**src/rtl/websocket_frame_receiver_top_assert.svh**
```systemverilog
// Assertion macros shared by the WebSocket frame receiver RTL.
// Included by modules that check their own control logic; no dependencies.
`ifndef WEBSOCKET_FRAME_RECEIVER_TOP_ASSERT_SVH
`define WEBSOCKET_FRAME_RECEIVER_TOP_ASSERT_SVH

// Same-cycle implication, disabled during reset.
`define WSFR_ASSERT_IMP(lbl, clk, rst, ante, cons) \
   lbl: assert property (@(posedge clk) disable iff (rst) (ante) |-> (cons)) \
      else $error("assertion failed: same-cycle implication");

// Next-cycle implication, disabled during reset.
`define WSFR_ASSERT_NXT(lbl, clk, rst, ante, cons) \
   lbl: assert property (@(posedge clk) disable iff (rst) (ante) |=> (cons)) \
      else $error("assertion failed: next-cycle implication");

`endif

```
**src/rtl/wsfr_pkg.sv**
```systemverilog
// Package for the WebSocket frame receiver: phase type, result codes and result struct.
// No dependencies; imported by wsfr_parser and websocket_frame_receiver_top.
package wsfr_pkg;

   typedef enum logic [2:0] {
      PH_OPCODE  = 3'd0,
      PH_LEN1    = 3'd1,
      PH_LEN2    = 3'd2,
      PH_LEN8    = 3'd3,
      PH_MASK    = 3'd4,
      PH_PAYLOAD = 3'd5,
      PH_HALT    = 3'd6
   } phase_type;

   localparam logic [1:0] KIND_PAYLOAD = 2'd0;
   localparam logic [1:0] KIND_EMPTY   = 2'd1;
   localparam logic [1:0] KIND_ERROR   = 2'd2;

   localparam logic [6:0] LEN7_EXT16 = 7'd126;
   localparam logic [7:0] MASK_BIT   = 8'h80;

   typedef struct packed {
      logic [1:0] kind;
      logic [7:0] payload;
      logic [3:0] opcode;
      logic       last;
   } result_type;

endpackage

```
**src/rtl/websocket_frame_receiver_top.sv**
```systemverilog
// Top level of the WebSocket frame receiver: input register, parser, result register.
// Depends on wsfr_pkg and wsfr_parser.
//
// Usage: the request channel carries one byte of the frame stream per
// transaction (req_valid, req_stall, req_in_byte). The response channel carries
// at most one result per byte: a payload byte unmasked with the frame's key,
// an empty-frame marker, or a length error (rsp_kind, rsp_payload,
// rsp_frame_opcode, rsp_last_of_frame). Other header bytes produce no transaction.
// A byte is held in an input register, parsed and unmasked combinationally,
// and its result is loaded into the response register, from which it is
// offered on the response channel. One byte is accepted per cycle while the
// response side keeps up; the rate is set by the single parser stage
// between the two registers.
// When rsp_stall is high with a result pending, the pipeline holds and
// req_stall rises once the input register is occupied.
// Synchronous reset returns the parser to waiting for an opcode byte and
// empties both registers. After a length error all later bytes are
// accepted and dropped until reset.
module websocket_frame_receiver_top import wsfr_pkg::*; (
   input  logic       clock,
   input  logic       reset,
   input  logic       req_valid,
   output logic       req_stall,
   input  logic [7:0] req_in_byte,
   output logic       rsp_valid,
   input  logic       rsp_stall,
   output logic [1:0] rsp_kind,
   output logic [7:0] rsp_payload,
   output logic [3:0] rsp_frame_opcode,
   output logic       rsp_last_of_frame
);

   logic       in_valid_ff;
   logic [7:0] in_byte_ff;
   logic       out_valid_ff;
   result_type out_ff;
   logic       out_free;
   logic       fire;
   logic       res_valid;
   result_type res;

   assign out_free  = !out_valid_ff || !rsp_stall;
   assign fire      = in_valid_ff && out_free;
   assign req_stall = in_valid_ff && !out_free;

   wsfr_parser u_parser (
      .clock     (clock),
      .reset     (reset),
      .fire      (fire),
      .in_byte   (in_byte_ff),
      .res_valid (res_valid),
      .res       (res)
   );

   always_ff @(posedge clock) begin
      if (reset) begin
         in_valid_ff <= 1'b0;
      end else if (!req_stall) begin
         in_valid_ff <= req_valid;
      end
   end

   always_ff @(posedge clock) begin
      if (req_valid && !req_stall) begin
         in_byte_ff <= req_in_byte;
      end
   end

   always_ff @(posedge clock) begin
      if (reset) begin
         out_valid_ff <= 1'b0;
      end else if (out_free) begin
         out_valid_ff <= fire && res_valid;
      end
   end

   always_ff @(posedge clock) begin
      if (fire && res_valid) begin
         out_ff <= res;
      end
   end

   assign rsp_valid         = out_valid_ff;
   assign rsp_kind          = out_ff.kind;
   assign rsp_payload       = out_ff.payload;
   assign rsp_frame_opcode  = out_ff.opcode;
   assign rsp_last_of_frame = out_ff.last;

endmodule

```
**src/rtl/wsfr_parser.sv**
```systemverilog
// Frame header parser and payload unmasker: one byte per enabled cycle.
// Depends on wsfr_pkg and websocket_frame_receiver_top_assert.svh.
`include "websocket_frame_receiver_top_assert.svh"

module wsfr_parser import wsfr_pkg::*; (
   input  logic       clock,
   input  logic       reset,
   input  logic       fire,
   input  logic [7:0] in_byte,
   output logic       res_valid,
   output result_type res
);

   phase_type   phase_ff, phase_in;
   logic [2:0]  offset_ff, offset_in;
   logic [3:0]  opcode_ff, opcode_in;
   logic        masked_ff, masked_in;
   logic [31:0] key_ff, key_in;
   logic [31:0] length_ff, length_in;
   logic [31:0] count_ff, count_in;
   logic [31:0] count_inc;
   logic        upper_ff, upper_in;
   logic        len_done;
   logic [7:0]  key_byte;

   always_comb begin
      case (count_ff[1:0])
         2'd0:    key_byte = key_ff[31:24];
         2'd1:    key_byte = key_ff[23:16];
         2'd2:    key_byte = key_ff[15:8];
         default: key_byte = key_ff[7:0];
      endcase
   end

   assign count_inc = count_ff + 32'd1;

   always_comb begin
      phase_in  = phase_ff;
      offset_in = offset_ff;
      opcode_in = opcode_ff;
      masked_in = masked_ff;
      key_in    = key_ff;
      length_in = length_ff;
      count_in  = count_ff;
      upper_in  = upper_ff;
      len_done  = 1'b0;
      res_valid = 1'b0;
      res       = '{kind: KIND_PAYLOAD, payload: 8'd0, opcode: opcode_ff, last: 1'b0};
      unique case (phase_ff)
         PH_OPCODE: begin
            opcode_in = in_byte[3:0];
            phase_in  = PH_LEN1;
         end
         PH_LEN1: begin
            masked_in = (in_byte & MASK_BIT) != 8'd0;
            offset_in = 3'd0;
            length_in = 32'd0;
            upper_in  = 1'b0;
            if (in_byte[6:0] < LEN7_EXT16) begin
               length_in = {25'd0, in_byte[6:0]};
               len_done  = 1'b1;
            end else if (in_byte[6:0] == LEN7_EXT16) begin
               phase_in = PH_LEN2;
            end else begin
               phase_in = PH_LEN8;
            end
         end
         PH_LEN2: begin
            length_in = {length_ff[23:0], in_byte};
            offset_in = offset_ff + 3'd1;
            len_done  = (offset_in == 3'd2);
         end
         PH_LEN8: begin
            if (!offset_ff[2]) begin
               upper_in = upper_ff | (in_byte != 8'd0);
            end else begin
               length_in = {length_ff[23:0], in_byte};
            end
            if (offset_ff == 3'd7) begin
               offset_in = 3'd0;
               if (upper_ff) begin
                  phase_in  = PH_HALT;
                  res_valid = 1'b1;
                  res.kind  = KIND_ERROR;
                  res.last  = 1'b1;
               end else begin
                  len_done = 1'b1;
               end
            end else begin
               offset_in = offset_ff + 3'd1;
            end
         end
         PH_MASK: begin
            key_in = {key_ff[23:0], in_byte};
            if (offset_ff >= 3'd3) begin
               offset_in = 3'd0;
               if (length_ff == 32'd0) begin
                  phase_in  = PH_OPCODE;
                  res_valid = 1'b1;
                  res.kind  = KIND_EMPTY;
                  res.last  = 1'b1;
               end else begin
                  count_in = 32'd0;
                  phase_in = PH_PAYLOAD;
               end
            end else begin
               offset_in = offset_ff + 3'd1;
            end
         end
         PH_PAYLOAD: begin
            count_in    = count_inc;
            res_valid   = 1'b1;
            res.payload = masked_ff ? (in_byte ^ key_byte) : in_byte;
            if (count_inc == length_ff) begin
               phase_in = PH_OPCODE;
               res.last = 1'b1;
            end
         end
         default: begin
            phase_in = phase_ff;
         end
      endcase
      if (len_done) begin
         if (masked_in) begin
            offset_in = 3'd0;
            phase_in  = PH_MASK;
         end else if (length_in == 32'd0) begin
            phase_in  = PH_OPCODE;
            res_valid = 1'b1;
            res.kind  = KIND_EMPTY;
            res.last  = 1'b1;
         end else begin
            count_in = 32'd0;
            phase_in = PH_PAYLOAD;
         end
      end
   end

   always_ff @(posedge clock) begin
      if (reset) begin
         phase_ff  <= PH_OPCODE;
         offset_ff <= 3'd0;
         opcode_ff <= 4'd0;
         masked_ff <= 1'b0;
         key_ff    <= 32'd0;
         length_ff <= 32'd0;
         count_ff  <= 32'd0;
         upper_ff  <= 1'b0;
      end else if (fire) begin
         phase_ff  <= phase_in;
         offset_ff <= offset_in;
         opcode_ff <= opcode_in;
         masked_ff <= masked_in;
         key_ff    <= key_in;
         length_ff <= length_in;
         count_ff  <= count_in;
         upper_ff  <= upper_in;
      end
   end

   // Once an error has been reported, the parser never leaves the halted phase.
   `WSFR_ASSERT_NXT(a_halt_sticky, clock, reset, phase_ff == PH_HALT, phase_ff == PH_HALT)
   `WSFR_ASSERT_IMP(a_error_src, clock, reset, res_valid && res.kind == KIND_ERROR,
      phase_ff == PH_LEN8 && offset_ff == 3'd7 && upper_ff)
   `WSFR_ASSERT_IMP(a_non_payload, clock, reset, res_valid && res.kind != KIND_PAYLOAD,
      res.payload == 8'd0 && res.last)
   `WSFR_ASSERT_IMP(a_payload_result, clock, reset, phase_ff == PH_PAYLOAD, res_valid)

endmodule

```
**config.mk**
```make
export PLATFORM = sky130hd
export DESIGN_NAME = websocket_frame_receiver_top
export DESIGN_NICKNAME = d
export VERILOG_FILES = /design/src/rtl/wsfr_pkg.sv /design/src/rtl/websocket_frame_receiver_top.sv /design/src/rtl/wsfr_parser.sv
export VERILOG_INCLUDE_DIRS = /design/src /design/src/rtl
export SDC_FILE = /design/constraint.sdc
export NUM_CORES = 1
export LEC_CHECK = 0
export ABC_AREA = 1
export BUFFER_PORTS_ARGS = -buffer_cell sky130_fd_sc_hd__buf_2
export CORE_ASPECT_RATIO = 1.4
export CORE_MARGIN = 2
export CORE_UTILIZATION = 30
export DETAILED_ROUTE_END_ITERATION = 10
export MAX_ROUTING_LAYER = met4
export SLEW_MARGIN = 20
export SYNTH_ARGS = -nofsm -noshare
export SYNTH_HDL_FRONTEND = slang
export SYNTH_SLANG_ARGS = --single-unit
```
**constraint.sdc**
```tcl
create_clock -name clock -period 2.3 [get_ports clock]
set_input_delay 0.345 -clock clock [delete_from_list [all_inputs] [get_ports clock]]
set_output_delay 0.345 -clock clock [all_outputs]
set_load 0.02 [all_outputs]
```
* Word-level counts from Yosys, hierarchy flattened *
Cells that the tools add are included.

storage, ports and cells
  logic and storage cells = 113
  input bits = 12
  register bits after elaboration = 133

operators by class
  eq/ne operators = 17
  muxes and demuxes = 55
  reductions and logical operators = 20
  $add $sub $neg = 2
  bitwise operators = 2
  magnitude comparators = 2

operators by type and width
  kind                                                                     number
  32-bit 2-to-1 mux                                                        6
  32-bit case mux with 3 select lines                                      1
  32-bit logical NOT                                                       2
  32-bit case mux with 2 select lines                                      1
  3-bit 2-to-1 mux                                                         13
  32-bit by 1-bit adder with 32-bit output, second input constant          1
  32-bit == test                                                           1
  8-bit case mux with 3 select lines                                       1
  1-bit 2-to-1 mux                                                         18
  3-bit case mux with 5 select lines                                       1
  2-bit 2-to-1 mux                                                         6
  3-bit by 1-bit inequality test with 1-bit output, second input constant  4
  3-bit case mux with 4 select lines                                       1
  3-bit by 2-bit == test with 1-bit output, second input constant          3
  3-bit == test, second input constant                                     3
  1-bit case mux with 3 select lines                                       3
  8-bit 2-to-1 mux                                                         1
  8-bit nonzero test                                                       1
  8-bit bitwise XOR                                                        1
  7-bit == test, second input constant                                     1
  7-bit less-than comparator, second input constant                        1
  7-bit 2-to-1 mux                                                         1
  7-bit AND reduction                                                      1
  6-bit nonzero test                                                       1
  other kinds (18)                                                         25

* Depth between registers and ports, before layout *
  word-level depth = 8
  mapped depth = 20
  mapped depth without buffers = 20

* Hierarchy *
A second synthesis with hierarchy kept.

unflattened totals
  cells, all modules = 1,193
  area, all modules = 8,260.4 um2

by module, submodules not included
  module                        instances  area each (um2)  cells an instance
  wsfr_parser                   1          7,464.7          1,152
  websocket_frame_receiver_top  1          795.8            41

* Worst setup path before layout *
OpenSTA, ideal clock, no wires.

  kind = register -> register
  from = register u_parser.phase_ff[2]
  to = register out_ff (netlist bit rsp_frame_opcode[0]) (enable)
  required time = 1.941 ns
  cell stages (with the launch flop) = 16
  path slack = -0.018 ns
  buffers on the path = 1
  setup time = 0.359 ns
  data arrival time = 1.959 ns
  cells stage by stage = dfxtp_1 > inv_2 > nand2_2 > nor2_2 > nand2_2 > nand2_4 > clkinv_4 > buf_6 > nor2_1 > a31oi_1 > nand4_1 > inv_2 > nand4_1 > nand2_1 > nand2_1 > inv_1

between the ends
  word-level cells in the longest chain between the ends = 7

RTL lines
  what                                                                                                  RTL line                            text
  from (decl)                                                                                           wsfr_parser.sv:14                   phase_type phase_ff, phase_in;
  from (signal assigned)                                                                                wsfr_parser.sv:150                  phase_ff <= phase_in;
  3-bit by 2-bit == test with 1-bit output or 3-bit by 1-bit == test with 1-bit output (tied branches)  wsfr_parser.sv:49                   unique case (phase_ff)
  32-bit case mux with 3 select lines                                                                   wsfr_parser.sv:49
  32-bit logical NOT                                                                                    wsfr_parser.sv:127                  end else if (length_in == 32'd0) begin
  1-bit 2-to-1 mux                                                                                      wsfr_parser.sv:127
  1-bit 2-to-1 mux                                                                                      wsfr_parser.sv:124                  if (masked_in) begin
  1-bit 2-to-1 mux (*)                                                                                  wsfr_parser.sv:123                  if (len_done) begin
  1-bit logical AND (*)                                                                                 websocket_frame_receiver_top.sv:78  if (fire && res_valid) begin
  to (signal assigned)                                                                                  websocket_frame_receiver_top.sv:79  out_ff <= res;
  to (decl)                                                                                             websocket_frame_receiver_top.sv:36  result_type out_ff;

Every way passes the cells marked *; elsewhere a longest branch is shown, timed or not.
A chain may end at the register's enable or synchronous reset.

* Final worst setup path *
  from = register in_byte_ff[2]
  to = register out_ff (netlist bit rsp_payload[5]) (enable)

between the ends
  word-level cells in the longest chain between the ends = 8

RTL lines
  what                                 RTL line                            text
  from (decl)                          websocket_frame_receiver_top.sv:34  logic [7:0] in_byte_ff;
  from (signal assigned)               websocket_frame_receiver_top.sv:65  in_byte_ff <= req_in_byte;
  7-bit less-than comparator           wsfr_parser.sv:59                   if (in_byte[6:0] < LEN7_EXT16) begin
  7-bit 2-to-1 mux                     wsfr_parser.sv:59
  32-bit case mux with 3 select lines  wsfr_parser.sv:49
  32-bit logical NOT                   wsfr_parser.sv:127
  1-bit 2-to-1 mux                     wsfr_parser.sv:127
  1-bit 2-to-1 mux                     wsfr_parser.sv:124
  1-bit 2-to-1 mux (*)                 wsfr_parser.sv:123
  1-bit logical AND (*)                websocket_frame_receiver_top.sv:78

Marked as above.

==> impl_metrics.env <==
export IMPL_outcome="finished with violations"
export IMPL_min_path_cells=1
export IMPL_path_clk_slew_ps=80
export IMPL_place_congestion=0.931
export IMPL_max_cap_viol_count=0
export IMPL_start_util_pct=30.4
export IMPL_dpl_cell_count=1736
export IMPL_power_frac_comb_pct=20.6
export IMPL_pwr_share_clk_pct=42.2
export IMPL_worstPathArrival_ps=2560
export IMPL_power_frac_seq_pct=37.3
export IMPL_fp_dieW_um=143
export IMPL_ys_flop_type="dfxtp_1"
export IMPL_finalHoldViolations=0
export IMPL_clock_latency_ps=440
export IMPL_wl_mm=28.5
export IMPL_route_vias_total=9055
export IMPL_diodes=0
export IMPL_synthCells=1221
export IMPL_drt_initial_drc_count=593
export IMPL_synth_edf_count=23
export IMPL_drv_slew=0
export IMPL_synthArstFlopShare_pct=0
export IMPL_swShare_pct=32.8
export IMPL_numPortBuffers=28
export IMPL_finalClockSkew_ps=18.4
export IMPL_ant_nets=0
export IMPL_ys_types=37
export IMPL_drive_gt1_share_pct=30.3
export IMPL_slew_headroom_pct=58.3
export IMPL_vdd_ir_drop_max_mv=0.525
export IMPL_grt_pass1_wl_mm=45.2
export IMPL_r2r_cells=15
export IMPL_rrSetupSlack_ps=-120
export IMPL_rsz0062_at_grt="true"
export IMPL_area_growth_syn_to_layout_pct=36.0
export IMPL_final_period_utilization_pct=105
export IMPL_cp_required_ps=2440
export IMPL_final_setup_viol_count=37
export IMPL_syn_area_um2=8150
export IMPL_intPower_mw=4.62
export IMPL_criticalPathCategory="register to register"
export IMPL_powerDensity_nw_per_um2=621
export IMPL_antenna_found_initial=0
export IMPL_max_freq_mhz=414
export IMPL_worst_path_max_fanout=8
export IMPL_die_y_um=199
export IMPL_ys_seq_area_share_pct=35.5
export IMPL_cts_root_buffer="clkbuf_16"
export IMPL_violations="negative setup slack"
export IMPL_avgSynthCellArea_um2=6.67
export IMPL_min_from="req_in_byte[2]"
export IMPL_finalCriticalPeriod_ps=2420
export IMPL_htreeDepth=4
export IMPL_setup_tns_ps=-2200
export IMPL_first_global_vias=8863
export IMPL_via_per_inst=5.06
export IMPL_num_rows=71
export IMPL_hold_path_class="input port to register"
export IMPL_dpl_hpwl_mm=20.2
export IMPL_cp_end_kind="register"
export IMPL_grt_ovfl_total=0
export IMPL_floorplan_io_pins=29
export IMPL_ys_ff_latch=133
export IMPL_synthesis_nets=1242
export IMPL_reg2reg_to="rsp_payload[5]"
export IMPL_synth_largest_area_cell="dfxtp_1"
export IMPL_cts_sinks=133
export IMPL_wl_per_cell_um=15.9
export IMPL_grt_usage_pct=20.9
export IMPL_worst_pin_slew_ps=620
export IMPL_synth_top_area_share_pct=27.0
export IMPL_hold_path_end="in_byte_ff[2]"
export IMPL_synthTopCellsByArea="dfxtp_1 (27%), nand2_1 (13%), edfxtp_1 (8.5%)"
export IMPL_synth_cells_most_frequent="nand2_1 (279), inv_1 (144), nor2_1 (139)"
export IMPL_startpoint_type="register"
export IMPL_power_leakage_nw=4.63
export IMPL_cts_max_path_buffers=2
export IMPL_yosys_cell_count_top_type="nand2_1"
export IMPL_final_cells=1789
export IMPL_switchingPower_mw=2.26
export IMPL_drc=0
export IMPL_setup_slack_ps=-117
export IMPL_reg2reg_from="in_byte_ff[2]"
export IMPL_yosys_warnings=0
export IMPL_die_area_um2=28500
export IMPL_layout_nets=1432
export IMPL_fp_coreArea_um2=26800
export IMPL_cts_tree="yes"
export IMPL_cts_hold_buf=0
export IMPL_cts_buffers_inserted=17
export IMPL_first_pass_iters=8
export IMPL_grt_start_max_net_pins=86
==> cell usage in the layout (no fill, tap or decap), types with 7 or more instances in the layout <==
| master | netlist | routed |
|---|---|---|
| nand2_1 | 279 | 257 |
| buf_4 | 1 | 179 |
| inv_1 | 144 | 141 |
| nor2_1 | 139 | 111 |
| o21ai_0 | 103 | 100 |
| dfxtp_1 | 110 | 94 |
| nand3_1 | 97 | 89 |
| a21oi_1 | 77 | 74 |
| nand3_2 | 29 | 35 |
| a21oi_2 | 30 | 33 |
| o22ai_1 | 30 | 28 |
| buf_2 | 4 | 28 |
| nor2_2 | 3 | 24 |
| edfxtp_1 | 23 | 23 |
| nand2_2 | 6 | 19 |
| nand4_1 | 19 | 19 |
| clkbuf_16 | 0 | 19 |
| nor2_4 | 7 | 14 |
| dfxtp_2 | 0 | 12 |
| nand2_4 | 2 | 11 |
| inv_2 | 8 | 10 |
| a31oi_1 | 10 | 10 |
| o21ai_1 | 10 | 9 |
| ha_1 | 9 | 8 |
| buf_12 | 0 | 8 |
| a22oi_1 | 8 | 7 |
| nor3_1 | 11 | 7 |
| inv_8 | 0 | 7 |
==> power by group through the flow <==
stage | Combinational, mW | Sequential [mW] | Clock, mW
after floorplan | 0.782 | 2.59 | 0
after global routing | 1.54 | 2.57 | 3.02
after global placement | 1.22 | 2.61 | 0
after detailed placement | 1.22 | 2.61 | 0
after CTS | 1.29 | 2.56 | 2.93
final | 1.41 | 2.56 | 2.90
==> stage by stage <==
stage	instance area, um^2	total power, mW	utilization, %	setup WS (ps)	hold slack (ps)
after floorplan	8160	3.37	-	4.70	403
after global placement	9890	3.83	36.9	-263	414
after detailed placement	9890	3.83	36.9	-355	417
after CTS	10700	6.77	40.1	-71.1	66.7
after global routing	11100	7.13	41.3	-266	64.9
final	11100	6.87	41.3	-117	77.8
==> critical path, stage by stage, from the launching register on <==
cell and delay, ps:
edfxtp_1 350, nand2_1 60, nor3_2 220, nand2_2 130
nand2_4 100, nand2_4 80, nand3_2 80, o21ai_2 80
nor2_1 110, nand3_1 90, nor2_2 180, nand4_1 150
nand2_1 120, nand2_2 90, clkinvlp_4 140, buf_6 140
==> cell families (layout without fill, tap and decap cells) <==
group | Yosys count | count (layout) | share of synthesized area (%)
compound gates | 276 | 276 | 19.4
xor+xnor | 1 | 1 | 0.108
fa+ha+maj | 9 | 9 | 1.38
buf+inv | 203 | 406 | 10.2
flops | 133 | 133 | 35.5
simple gates | 599 | 599 | 33.4
==> timing repair <==
action	CTS	global route
resized for setup	51	68
endpoints found under the setup margin	52	53
pin swaps	26	39
buffers inserted	8	12
cloned	0	1
==> sequential cells by signal (all words and copies together), names as in the netlist <==
register	flops
in_byte_ff	8
u_parser.phase_ff	3
u_parser.upper_ff	1
rsp_payload	8
u_parser.opcode_ff	4
rsp_kind	2
u_parser.masked_ff	1
rsp_last_of_frame	1
u_parser.key_ff	32
rsp_valid	1
rsp_frame_opcode	4
u_parser.count_ff	32
in_valid_ff	1
u_parser.offset_ff	3
u_parser.length_ff	32
==> metal layers <==
layer / vias up / share of wire, % / global-route usage [%] / wire [um]
li1: 4448 / - / - / -
met1: 4230 / 39 / 22.9 / 11200
met2: 276 / 51 / 36.1 / 14500
met3: 101 / 4.1 / 2.70 / 1170
met4: 0 / 6.0 / 12.3 / 1710
met5: - / 0 / - / 0
==> how the worst max path moves through the flow <==
stage,startpoint,end,slack (ps),cells past startpoint
6_report,in_byte_ff[2],rsp_payload[5],-120,15
5_1_grt,in_byte_ff[2],rsp_payload[6],-270,15
2_1_floorplan,u_parser.phase_ff[2],rsp_frame_opcode[0],5,13
3_3_place_gp,u_parser.count_ff[0],u_parser.phase_ff[2],-260,19
3_5_place_dp,u_parser.count_ff[0],u_parser.phase_ff[2],-350,19
4_1_cts,u_parser.count_ff[1],u_parser.phase_ff[2],-70,17
==> layout make-up <==
cell class,count,area [um^2]
Multi-Input combinational cell,885,4770
Clock buffer,18,450
Timing Repair Buffer,220,1710
Tap cell,365,457
Inverter,154,594
Sequential cell,133,2920
Clock inverter,14,168
Fill cell,2817,15800
Power figures use the tool's default switching activity.
